--- src/hdl/gmps_pkg.sv ---
// ----------------------------------------------------------------------------
// gmps_pkg
// Shared sizes, types and helpers for the grid minimum path sum block.
// ----------------------------------------------------------------------------
package gmps_pkg;

    localparam int MAX_ROWS  = 1024;
    localparam int MAX_COLS  = 1024;
    localparam int COST_BITS = 16;

    localparam int ROW_BITS  = (MAX_ROWS > 1) ? $clog2(MAX_ROWS) : 1;
    localparam int COL_BITS  = (MAX_COLS > 1) ? $clog2(MAX_COLS) : 1;
    localparam int SIZE_BITS = 11;
    localparam int SUM_BITS  = 27;

    localparam int IN_DATA_BITS  = 16;
    localparam int OUT_DATA_BITS = 32;
    localparam int CFG_IDX_BITS  = 1;

    localparam int QUEUE_DEPTH = 2;
    localparam int QPTR_BITS   = 1;
    localparam int QCNT_BITS   = 2;

    localparam logic [SIZE_BITS-1:0] ROWS_LIM = SIZE_BITS'(MAX_ROWS);
    localparam logic [SIZE_BITS-1:0] COLS_LIM = SIZE_BITS'(MAX_COLS);
    localparam logic [SUM_BITS-1:0]  SUM_MAX  = '1;

    typedef enum logic [CFG_IDX_BITS-1:0] {
        REG_ROWS_IN_USE = 1'b0,
        REG_COLS_IN_USE = 1'b1
    } cfg_reg_t;

    // one classified cell on its way from front to back
    typedef struct packed {
        logic [COST_BITS-1:0] cost;
        logic [COL_BITS-1:0]  col;
        logic                 use_below;
        logic                 use_right;
        logic                 last_cell;
    } cell_item_t;

    // last index for a size register: zero counts as one, large values saturate
    function automatic logic [SIZE_BITS-1:0] size_last(
        input logic [SIZE_BITS-1:0] v,
        input logic [SIZE_BITS-1:0] lim
    );
        logic [SIZE_BITS-1:0] r;
        if (v == '0)
            r = '0;
        else if (v > lim)
            r = lim - SIZE_BITS'(1);
        else
            r = v - SIZE_BITS'(1);
        return r;
    endfunction

endpackage

--- src/hdl/gmps_queue.sv ---
// ----------------------------------------------------------------------------
// gmps_queue
// Short FIFO of classified cells between front and back.
// ----------------------------------------------------------------------------
module gmps_queue (
    input  logic                 clk,
    input  logic                 rst_n,
    input  logic                 push,
    input  gmps_pkg::cell_item_t push_item,
    input  logic                 pop,
    output logic                 full,
    output logic                 not_empty,
    output gmps_pkg::cell_item_t head
);

    gmps_pkg::cell_item_t slots_reg [gmps_pkg::QUEUE_DEPTH];
    logic [gmps_pkg::QPTR_BITS-1:0] wr_ptr_reg, wr_ptr_next;
    logic [gmps_pkg::QPTR_BITS-1:0] rd_ptr_reg, rd_ptr_next;
    logic [gmps_pkg::QCNT_BITS-1:0] count_reg, count_next;

    assign full      = (count_reg == gmps_pkg::QCNT_BITS'(gmps_pkg::QUEUE_DEPTH));
    assign not_empty = (count_reg != '0);
    assign head      = slots_reg[rd_ptr_reg];

    always_comb
    begin
        wr_ptr_next = push ? wr_ptr_reg + 1'b1 : wr_ptr_reg;
        rd_ptr_next = pop  ? rd_ptr_reg + 1'b1 : rd_ptr_reg;
        count_next  = count_reg;
        if (push && !pop)
            count_next = count_reg + gmps_pkg::QCNT_BITS'(1);
        else if (pop && !push)
            count_next = count_reg - gmps_pkg::QCNT_BITS'(1);
    end

    always_ff @(posedge clk)
    begin
        if (push)
            slots_reg[wr_ptr_reg] <= push_item;
    end

    always_ff @(posedge clk or negedge rst_n)
    begin
        if (!rst_n)
        begin
            wr_ptr_reg <= '0;
            rd_ptr_reg <= '0;
            count_reg  <= '0;
        end
        else
        begin
            wr_ptr_reg <= wr_ptr_next;
            rd_ptr_reg <= rd_ptr_next;
            count_reg  <= count_next;
        end
    end

endmodule

--- config.mk ---
export PLATFORM = sky130hd
export DESIGN_NAME = gmps_queue
export DESIGN_NICKNAME = d
export VERILOG_FILES = /design/src/hdl/gmps_pkg.sv /design/src/hdl/gmps_queue.sv
export SDC_FILE = /design/constraint.sdc
export NUM_CORES = 1
export LEC_CHECK = 0
export BUFFER_PORTS_ARGS = -buffer_cell sky130_fd_sc_hd__clkbuf_2
export CORE_MARGIN = 3
export CORE_UTILIZATION = 33
export DETAILED_ROUTE_END_ITERATION = 8
export SLEW_MARGIN = 20
export SYNTH_ARGS = -nofsm -noshare
export SYNTH_HDL_FRONTEND = slang
export SYNTH_SLANG_ARGS = --single-unit
--- constraint.sdc ---
create_clock -name clk -period 2.8 [get_ports clk]
set_input_delay 0.56 -clock clk [delete_from_list [all_inputs] [get_ports clk]]
set_output_delay 0.56 -clock clk [all_outputs]
set_load 0.1 [all_outputs]
==> flow_summary.json <==
{
  "outcome": "completed",
  "tightest_slew_ns": 0.549,
  "insertion_delay_ns": 0.32,
  "path_clk_slew_ns": 0.06,
  "cp_cell_sequence": "buf_12 > mux2_4 > clkbuf_2",
  "synth.area.mux_share_pct": 18.1,
  "syn_nets": 140,
  "netlist-cell-type-count": 12,
  "post-route-period-util_pct": 79.4,
  "hold_buffers": 0,
  "numCtsBuffers": 9,
  "placed_area_mm2": 0.00285,
  "largest_register_ffs": 58,
  "yosysWarnings": 0,
  "start_util_pct": 34.7,
  "utilization_pct": 44.2,
  "grt_max_degree": 31,
  "netlist_instances": 106,
  "die_area_mm2": 0.00833,
  "yosys.area_share.simple_pct": 1.20,
  "syn2layout_area_growth_pct": 27.1,
  "cpPeakStageDelay_ns": 0.37,
  "worstReg2RegStart": "wr_ptr_reg",
  "clockBufferDepth": 2,
  "timing.rr.end": "slots_reg[1][12]",
  "grt_usage_pct": 10.5,
  "rsz0062_at_grt": "false",
  "via_per_inst": 4.23,
  "core_mm2": 0.00691,
  "synth_area_leaders": "edfxtp_1 (73%), mux2_4 (18%), dfrtp_1 (4.2%)",
  "die-width_um": 91.3,
  "drt_wl_total_um": 4120,
  "multi_input_area_um2": 528,
  "postLayoutCellArea_mm2": 0.00305,
  "worstSetupEndpointType": "output port",
  "drt_iter0_drc": 36,
  "top_layer": "met4",
  "fmaxAchievable_mhz": 450,
  "relSlewSlack_pct": 63.6,
  "slew_viol_final": 0,
  "avgSynthCellArea_um2": 22.6,
  "route.met3.wl_um": 287,
  "num_antenna_cells": 0,
  "cts-root-buf": "clkbuf_8",
  "fin_tns_setup_ns": 0,
  "cts.sink_count": 62,
  "fillCellCount": 641,
  "slowest_stage": "dfrtp_2",
  "wl_per_cell_um": 14.7,
  "path_buf_inv": 2,
  "period_needed_ns": 2.22,
  "grt_pass1_wl_um": 6530,
  "hold_class": "in2async",
  "synth.top_cell.area_share_pct": 72.6,
  "post_cts_buffers": 0,
  "cts_resized": 0,
  "nets": 214,
  "antenna_found_initial": 0,
  "r2r_setup_slack_ns": 1.52,
  "arrival_ns": 1.66,
  "reg2reg_depth": 2,
  "cpLargestDelayFamily": "buffers and inverters",
  "crit_required_ns": 2.24,
  "m1WireLength_um": 1600,
  "start_kind": "flop",
  "cts_tree": "yes",
  "drv_cap": 0,
  "first_global_vias": 1349,
  "synth_compound_area_share_pct": 0,
  "vias": 1189,
  "die_h_um": 91.3,
  "fin_skew_ns": 0.00719,
  "rows": 30,
  "boundaryPins": 64,
  "synth_area_leader_cell": "edfxtp_1",
  "register_area_mm2": 0.00184,
  "seq_area_frac_synth_pct": 76.7,
  "synth.cell_area_mm2": 0.00240,
  "synth_top_family_by_area": "multiplexers",
  "drive_above_1_share_pct": 60.0,
  "yosys.area_share.xor_xnor_pct": 1.82,
  "drtAntennaViolNets": 0,
  "gr-total-overflow": 0,
  "drc": 0,
  "first_pass_iters": 4,
  "critical_path_class": "reg2out",
  "globalplace.congestion": 0.686,
  "htree_levels": 3,
  "ys_ff_latch": 62,
  "critPathMaxFanout": 30,
  "setup_viol": 0,
  "synth_fa_ha_area_share_pct": 0.521,
  "finalHoldViolCount": 0,
  "wl_met2_um": 2190,
  "io_buffers": 63
}
-- placed cells by master, fill, tap and decap left out --
cell	netlist	layout
xnor2_1	1	1
clkinv_2	0	2
and2_1	1	1
dfrtp_2	0	1
clkbuf_2	0	63
clkinv_1	0	1
clkbuf_8	0	9
inv_1	1	1
ha_1	1	1
nor2b_1	2	1
or2_2	1	1
dfrtp_1	4	3
buf_4	0	2
nor2b_4	0	1
xor2_1	4	4
clkbuf_1	0	2
mux2_4	29	29
bufinv_16	0	2
buf_12	0	1
nor2_1	1	1
edfxtp_1	58	58
-- cell usage after synthesis (all sizes together) --
| cell | n |
|---|---|
| mux2 | 29 |
| xor2 | 4 |
| xnor2 | 1 |
| nor2 | 1 |
| and2 | 1 |
| inv | 1 |
| ha | 1 |
| nor2b | 2 |
| or2 | 1 |
| edfxtp | 58 |
| buf | 3 |
| dfrtp | 4 |
-- cell families after synthesis --
family | Yosys count
flip-flops | 62
multiplexers | 29
XOR/XNOR | 5
AND/OR/NAND/NOR | 5
buffers and inverters | 4
adder cells (fa/ha/maj) | 1
-- metrics by stage --
| step | worst slack [ns] | hold WS [ns] | instances |
|---|---|---|---|
| after floorplan | 0.491 | 0.264 | 106 |
| after global placement | 0.943 | 0.368 | 265 |
| after detailed placement | 0.918 | 0.375 | 265 |
| after CTS | 0.550 | 0.0145 | 281 |
| after global routing | 0.522 | 0.0148 | 281 |
| final | 0.577 | 0.0336 | 281 |
-- worst max path at each step --
stage / from / end / slack [ns] / cells past startpoint
3_5_place_dp: rd_ptr_reg / head[17] / 0.92 / 3
2_1_floorplan: count_reg[0] / full / 0.49 / 1
5_1_grt: rd_ptr_reg / head[19] / 0.52 / 3
3_3_place_gp: rd_ptr_reg / head[0] / 0.94 / 3
4_1_cts: rd_ptr_reg / head[3] / 0.55 / 3
6_report: rd_ptr_reg / head[3] / 0.58 / 3
-- area by class of cell --
class	count	area share, %
flip-flops and latches	62	60.4
multi-input cells	40	17.3
repair buffers	66	11.5
clock buffers	11	4.31
well taps	96	3.94
clock inverters	5	2.42
inverters	1	0.123
-- routing by layer --
metal | vias to the layer above | track usage (%)
met1 | 584 | 10.7
met5 | - | 0
met4 | 0 | 5.28
met3 | 6 | 4.64
li1 | 555 | -
met2 | 44 | 18.0
Power is not shown: default switching activity piles up to over one toggle a cycle in this logic, so the estimate is an artifact.
