## src/hdl/gmps_pkg.sv

```systemverilog
// ----------------------------------------------------------------------------
// gmps_pkg
// Shared sizes, types and helpers for the grid minimum path sum block.
// ----------------------------------------------------------------------------
package gmps_pkg;

    localparam int MAX_ROWS  = 1024;
    localparam int MAX_COLS  = 1024;
    localparam int COST_BITS = 16;

    localparam int ROW_BITS  = (MAX_ROWS > 1) ? $clog2(MAX_ROWS) : 1;
    localparam int COL_BITS  = (MAX_COLS > 1) ? $clog2(MAX_COLS) : 1;
    localparam int SIZE_BITS = 11;
    localparam int SUM_BITS  = 27;

    localparam int IN_DATA_BITS  = 16;
    localparam int OUT_DATA_BITS = 32;
    localparam int CFG_IDX_BITS  = 1;

    localparam int QUEUE_DEPTH = 2;
    localparam int QPTR_BITS   = 1;
    localparam int QCNT_BITS   = 2;

    localparam logic [SIZE_BITS-1:0] ROWS_LIM = SIZE_BITS'(MAX_ROWS);
    localparam logic [SIZE_BITS-1:0] COLS_LIM = SIZE_BITS'(MAX_COLS);
    localparam logic [SUM_BITS-1:0]  SUM_MAX  = '1;

    typedef enum logic [CFG_IDX_BITS-1:0] {
        REG_ROWS_IN_USE = 1'b0,
        REG_COLS_IN_USE = 1'b1
    } cfg_reg_t;

    // one classified cell on its way from front to back
    typedef struct packed {
        logic [COST_BITS-1:0] cost;
        logic [COL_BITS-1:0]  col;
        logic                 use_below;
        logic                 use_right;
        logic                 last_cell;
    } cell_item_t;

    // last index for a size register: zero counts as one, large values saturate
    function automatic logic [SIZE_BITS-1:0] size_last(
        input logic [SIZE_BITS-1:0] v,
        input logic [SIZE_BITS-1:0] lim
    );
        logic [SIZE_BITS-1:0] r;
        if (v == '0)
            r = '0;
        else if (v > lim)
            r = lim - SIZE_BITS'(1);
        else
            r = v - SIZE_BITS'(1);
        return r;
    endfunction

endpackage

```

## src/hdl/gmps_front.sv

```systemverilog
// ----------------------------------------------------------------------------
// gmps_front
// Holds grid sizes and the position walk; classifies each incoming cell.
// ----------------------------------------------------------------------------
module gmps_front (
    input  logic                                  clk,
    input  logic                                  rst_n,
    input  logic                                  cfg_we,
    input  logic [gmps_pkg::CFG_IDX_BITS-1:0]     cfg_index,
    input  logic [gmps_pkg::SIZE_BITS-1:0]        cfg_data,
    input  logic                                  in_valid,
    input  logic [gmps_pkg::COST_BITS-1:0]        in_cost,
    input  logic                                  q_full,
    output logic                                  in_ready,
    output logic                                  push,
    output gmps_pkg::cell_item_t                  push_item
);

    logic [gmps_pkg::ROW_BITS-1:0] last_row_reg, last_row_next;
    logic [gmps_pkg::COL_BITS-1:0] last_col_reg, last_col_next;
    logic [gmps_pkg::ROW_BITS-1:0] row_reg, row_next;
    logic [gmps_pkg::COL_BITS-1:0] col_reg, col_next;
    logic [gmps_pkg::SIZE_BITS-1:0] cfg_last;

    assign in_ready = !q_full;
    assign push     = in_valid && !q_full;

    always_comb
    begin
        push_item.cost      = in_cost;
        push_item.col       = col_reg;
        push_item.use_below = (row_reg != last_row_reg);
        push_item.use_right = (col_reg != last_col_reg);
        push_item.last_cell = (row_reg == '0) && (col_reg == '0);
    end

    always_comb
    begin
        last_row_next = last_row_reg;
        last_col_next = last_col_reg;
        row_next      = row_reg;
        col_next      = col_reg;
        cfg_last      = '0;
        if (cfg_we)
        begin
            case (gmps_pkg::cfg_reg_t'(cfg_index))
                gmps_pkg::REG_ROWS_IN_USE:
                begin
                    cfg_last      = gmps_pkg::size_last(cfg_data, gmps_pkg::ROWS_LIM);
                    last_row_next = cfg_last[gmps_pkg::ROW_BITS-1:0];
                end
                gmps_pkg::REG_COLS_IN_USE:
                begin
                    cfg_last      = gmps_pkg::size_last(cfg_data, gmps_pkg::COLS_LIM);
                    last_col_next = cfg_last[gmps_pkg::COL_BITS-1:0];
                end
                default:
                begin
                    cfg_last = '0;
                end
            endcase
            // any write starts a fresh problem
            row_next = last_row_next;
            col_next = last_col_next;
        end
        else if (push)
        begin
            if (col_reg == '0)
            begin
                col_next = last_col_reg;
                row_next = (row_reg == '0) ? last_row_reg
                                           : row_reg - gmps_pkg::ROW_BITS'(1);
            end
            else
            begin
                col_next = col_reg - gmps_pkg::COL_BITS'(1);
            end
        end
    end

    always_ff @(posedge clk or negedge rst_n)
    begin
        if (!rst_n)
        begin
            last_row_reg <= '0;
            last_col_reg <= '0;
            row_reg      <= '0;
            col_reg      <= '0;
        end
        else
        begin
            last_row_reg <= last_row_next;
            last_col_reg <= last_col_next;
            row_reg      <= row_next;
            col_reg      <= col_next;
        end
    end

endmodule

```

## config.mk

```make
export PLATFORM = sky130hd
export DESIGN_NAME = gmps_front
export DESIGN_NICKNAME = d
export VERILOG_FILES = /design/src/hdl/gmps_pkg.sv /design/src/hdl/gmps_front.sv
export SDC_FILE = /design/constraint.sdc
export NUM_CORES = 1
export LEC_CHECK = 0
export BUFFER_PORTS_ARGS = -buffer_cell sky130_fd_sc_hd__buf_2
export CORE_ASPECT_RATIO = 1.4
export CORE_MARGIN = 3
export CORE_UTILIZATION = 35
export DETAILED_ROUTE_END_ITERATION = 10
export PLACE_DENSITY = 0.58
export RECOVER_POWER = 50
export SYNTH_ARGS = -nofsm -noshare
export SYNTH_HDL_FRONTEND = slang
export SYNTH_SLANG_ARGS = --single-unit
```

## constraint.sdc

```tcl
create_clock -name clk -period 6.5 [get_ports clk]
set_input_delay 0.325 -clock clk [delete_from_list [all_inputs] [get_ports clk]]
set_output_delay 0.325 -clock clk [all_outputs]
set_load 0.01 [all_outputs]
```

==> metrics.yaml <==
yosys:
  synth_warnings: 0
  yosysSeqAreaShare: 0.3269
  syn_area_per_cell_sq_um: 8.100
  synth_cell_type_count: 63
  synth-main-ff-cell: "dfrtp_1"
  synth_nets: 416
  ys_ff_latch: 40
  synth_edf_count: 0
  syn_inst: 378
  ys_async_sr_fraction: 1.000
  synthesis.area_sq_um: 3062
floorplan:
  core.rowCount: 39
  initial_utilization: 0.3669
  core_area_sq_um: 8344
  die_area_sq_um: 9922
  fp.dieH_um: 116.7
  ios: 64
  die_w_um: 85.05
drt:
  ant_nets: 0
  drt-total-wl_um: 8337
  drtPass1Iterations: 4
  num_vias: 2758
  drt-initial-drc-count: 217
  wire_per_inst_um: 17.23
  via_per_inst: 5.698
  drc: 0
power_and_ir_drop:
  ir_drop_mv: 0.1070
  p_leak_uw: 0.001380
  power.density_nw_per_um2: 245.2
global_route:
  grt_use_total: 0.1777
  grt_overflow: 0
  antenna_found_initial: 0
  grt_max_degree: 47
  first_global_vias: 2699
  grt_pass1_wl_um: 13850
worst_setup_path:
  crit_end: "push_item[0]"
  critPathKind: "flip-flop to output port"
  startpoint: "row_reg[4]"
  rrSetupSlack_ns: 3.81
  cp-start-kind: "flip-flop"
  worstRegToRegCells: 7
  end_kind: "output port"
  rr_startpoint: "col_reg[1]"
  crit_required_ns: 6.17
  crit_arrival_ns: 2.53
  crit_fanout: 18
  r2r_end: "row_reg[9]"
clock_tree:
  numCtsBuffers: 5
  cts.sinks: 40
  cts.reportedPaths.clkPinSlew_ns: 0.06
  cts_setup_buffers: 0
  cts_tree: "yes"
  cts_resized: 0
  cts_hold_buf: 0
  h-tree-depth: 2
  worstSkewPairLatency_ns: 0.29
  root_buffer: "clkbuf_16"
  clk_path_buf_depth: 2
finish:
  fillers: 868
  layout-drive-gt1-share: 0.1204
  finish.instance_area_sq_um: 3316
  n_antenna_cell: 0
  area_delta_synth_final_pct: 8.296
  layout.nets: 419
sta:
  layout_min_cycle_time_ns: 2.855
  slew_violations: 41
  relSlewSlack: -0.4538
  rsz0062_at_grt: "no"
  setup_viol: 0
  hold_violations: 0
  fin_skew_ns: 0.006697
  clock.fmax_ghz: 0.3503
  tns_ns: 0
  finalCritPeriodShare: 0.4392
  tightest_slew_ns: 2.181
run_status:
  violations: "max-capacitance violations, max-slew violations"
  outcome: "finished with violations"
placed_design:
  gp_congestion: 0.9021
  placed_cell_area_sq_um: 3136
  io_buffer_count: 31
  hpwl_um: 6156
hold_path:
  hold_depth: 2
  hold_class: "flip-flop to flip-flop"
  hold_start: "last_row_reg[5]"
job:
  cap_violations: 1
## metrics by stage
| stage | util | power [uW] | setup slack [ns] | hold slack, ns | std cells |
|---|---|---|---|---|---|
| finish | 0.3974 | 813.0 | 3.645 | 0.5228 | 484 |
| global route | 0.3974 | 861.4 | 3.389 | 0.5559 | 484 |
| CTS | 0.3977 | 821.6 | 3.654 | 0.2168 | 484 |
| detailed placement | 0.3758 | 515.7 | 3.851 | 0.5138 | 476 |
| global placement | 0.3758 | 513.1 | 3.810 | 0.4991 | 476 |
| floorplan | - | 465.1 | 4.107 | 0.02941 | 378 |
## report_power, final
group	total (uW)	internal, uW	switching, uW	leakage [uW]
clock	301	202	99.0	0.0000901
combinational	174	76.7	97.2	0.000827
sequential	338	284	54.4	0.000463
total	813	563	251	0.00138
## critical path: stages, from the launching register on
cell and delay, ns:
dfrtp_1 0.43, nor4_1 0.72, nand3b_1 0.69, nor2_1 0.24, buf_2 0.16
## routing by layer
metal | vias up | GRT usage | share of wire
li1 | 1360 | - | -
met3 | 13 | 0.03246 | 0.041
met4 | 0 | 0.08659 | 0.031
met1 | 1323 | 0.2194 | 0.43
met5 | - | 0 | 0
met2 | 62 | 0.2982 | 0.49
## cells by family after synthesis
group / after synthesis / share of synthesized area
mux: 5 / 0.01635
compound gates: 116 / 0.2526
flops: 40 / 0.3269
buf+inv: 52 / 0.08908
fa+ha+maj: 6 / 0.02370
xor+xnor: 25 / 0.07152
simple gates: 134 / 0.2199
## cells in the mapped netlist (all sizes together) (3+ instances only)
cell | count | area share
dfrtp | 40 | 0.33
nand2 | 39 | 0.048
o21ai | 32 | 0.052
nor2 | 31 | 0.039
a21oi | 24 | 0.040
buf | 20 | 0.050
nor3 | 20 | 0.033
xor2 | 20 | 0.057
inv | 16 | 0.020
clkbuf | 15 | 0.018
nor4 | 10 | 0.025
a21o | 7 | 0.017
nand3 | 6 | 0.0098
ha | 5 | 0.020
mux2i | 5 | 0.016
nand2b | 5 | 0.010
or3 | 5 | 0.010
or4 | 5 | 0.013
xnor2 | 5 | 0.014
a211oi | 4 | 0.0098
a22o | 4 | 0.011
a311oi | 4 | 0.011
nor3b | 4 | 0.011
a211o | 3 | 0.0086
a21boi | 3 | 0.0074
o21a | 3 | 0.0074
o21bai | 3 | 0.0074
o22ai | 3 | 0.0061
## cell type report
class,count,area (sq um),area share
flip-flops and latches,40,1001,0.3019
inverters,17,63.81,0.01925
repair buffers,31,152.6,0.04604
clock inverters,1,30.03,0.009057
clock buffers,7,152.6,0.04604
well taps,102,127.6,0.03849
multi-input cells,286,1788,0.5392
## cells in the final DEF, fill, tap and decap left out, drive strengths merged, types with 7 or more instances in the layout
| cell | instances |
|---|---|
| a21o | 7 |
| a21oi | 24 |
| buf | 29 |
| clkbuf | 9 |
| dfrtp | 40 |
| inv | 16 |
| nand2 | 39 |
| nor2 | 31 |
| nor3 | 20 |
| nor4 | 10 |
| o21ai | 32 |
| xor2 | 20 |
## how the worst min path moves through the flow
stage	endpoint	slack [ns]
finish	last_row_reg[5]	0.52
detailed placement	last_row_reg[5]	0.51
floorplan	col_reg[0]	0.03
CTS	last_col_reg[2]	0.22
global route	last_col_reg[7]	0.56
global placement	last_row_reg[2]	0.50
Note: power is estimated with default switching activity, not from simulation.
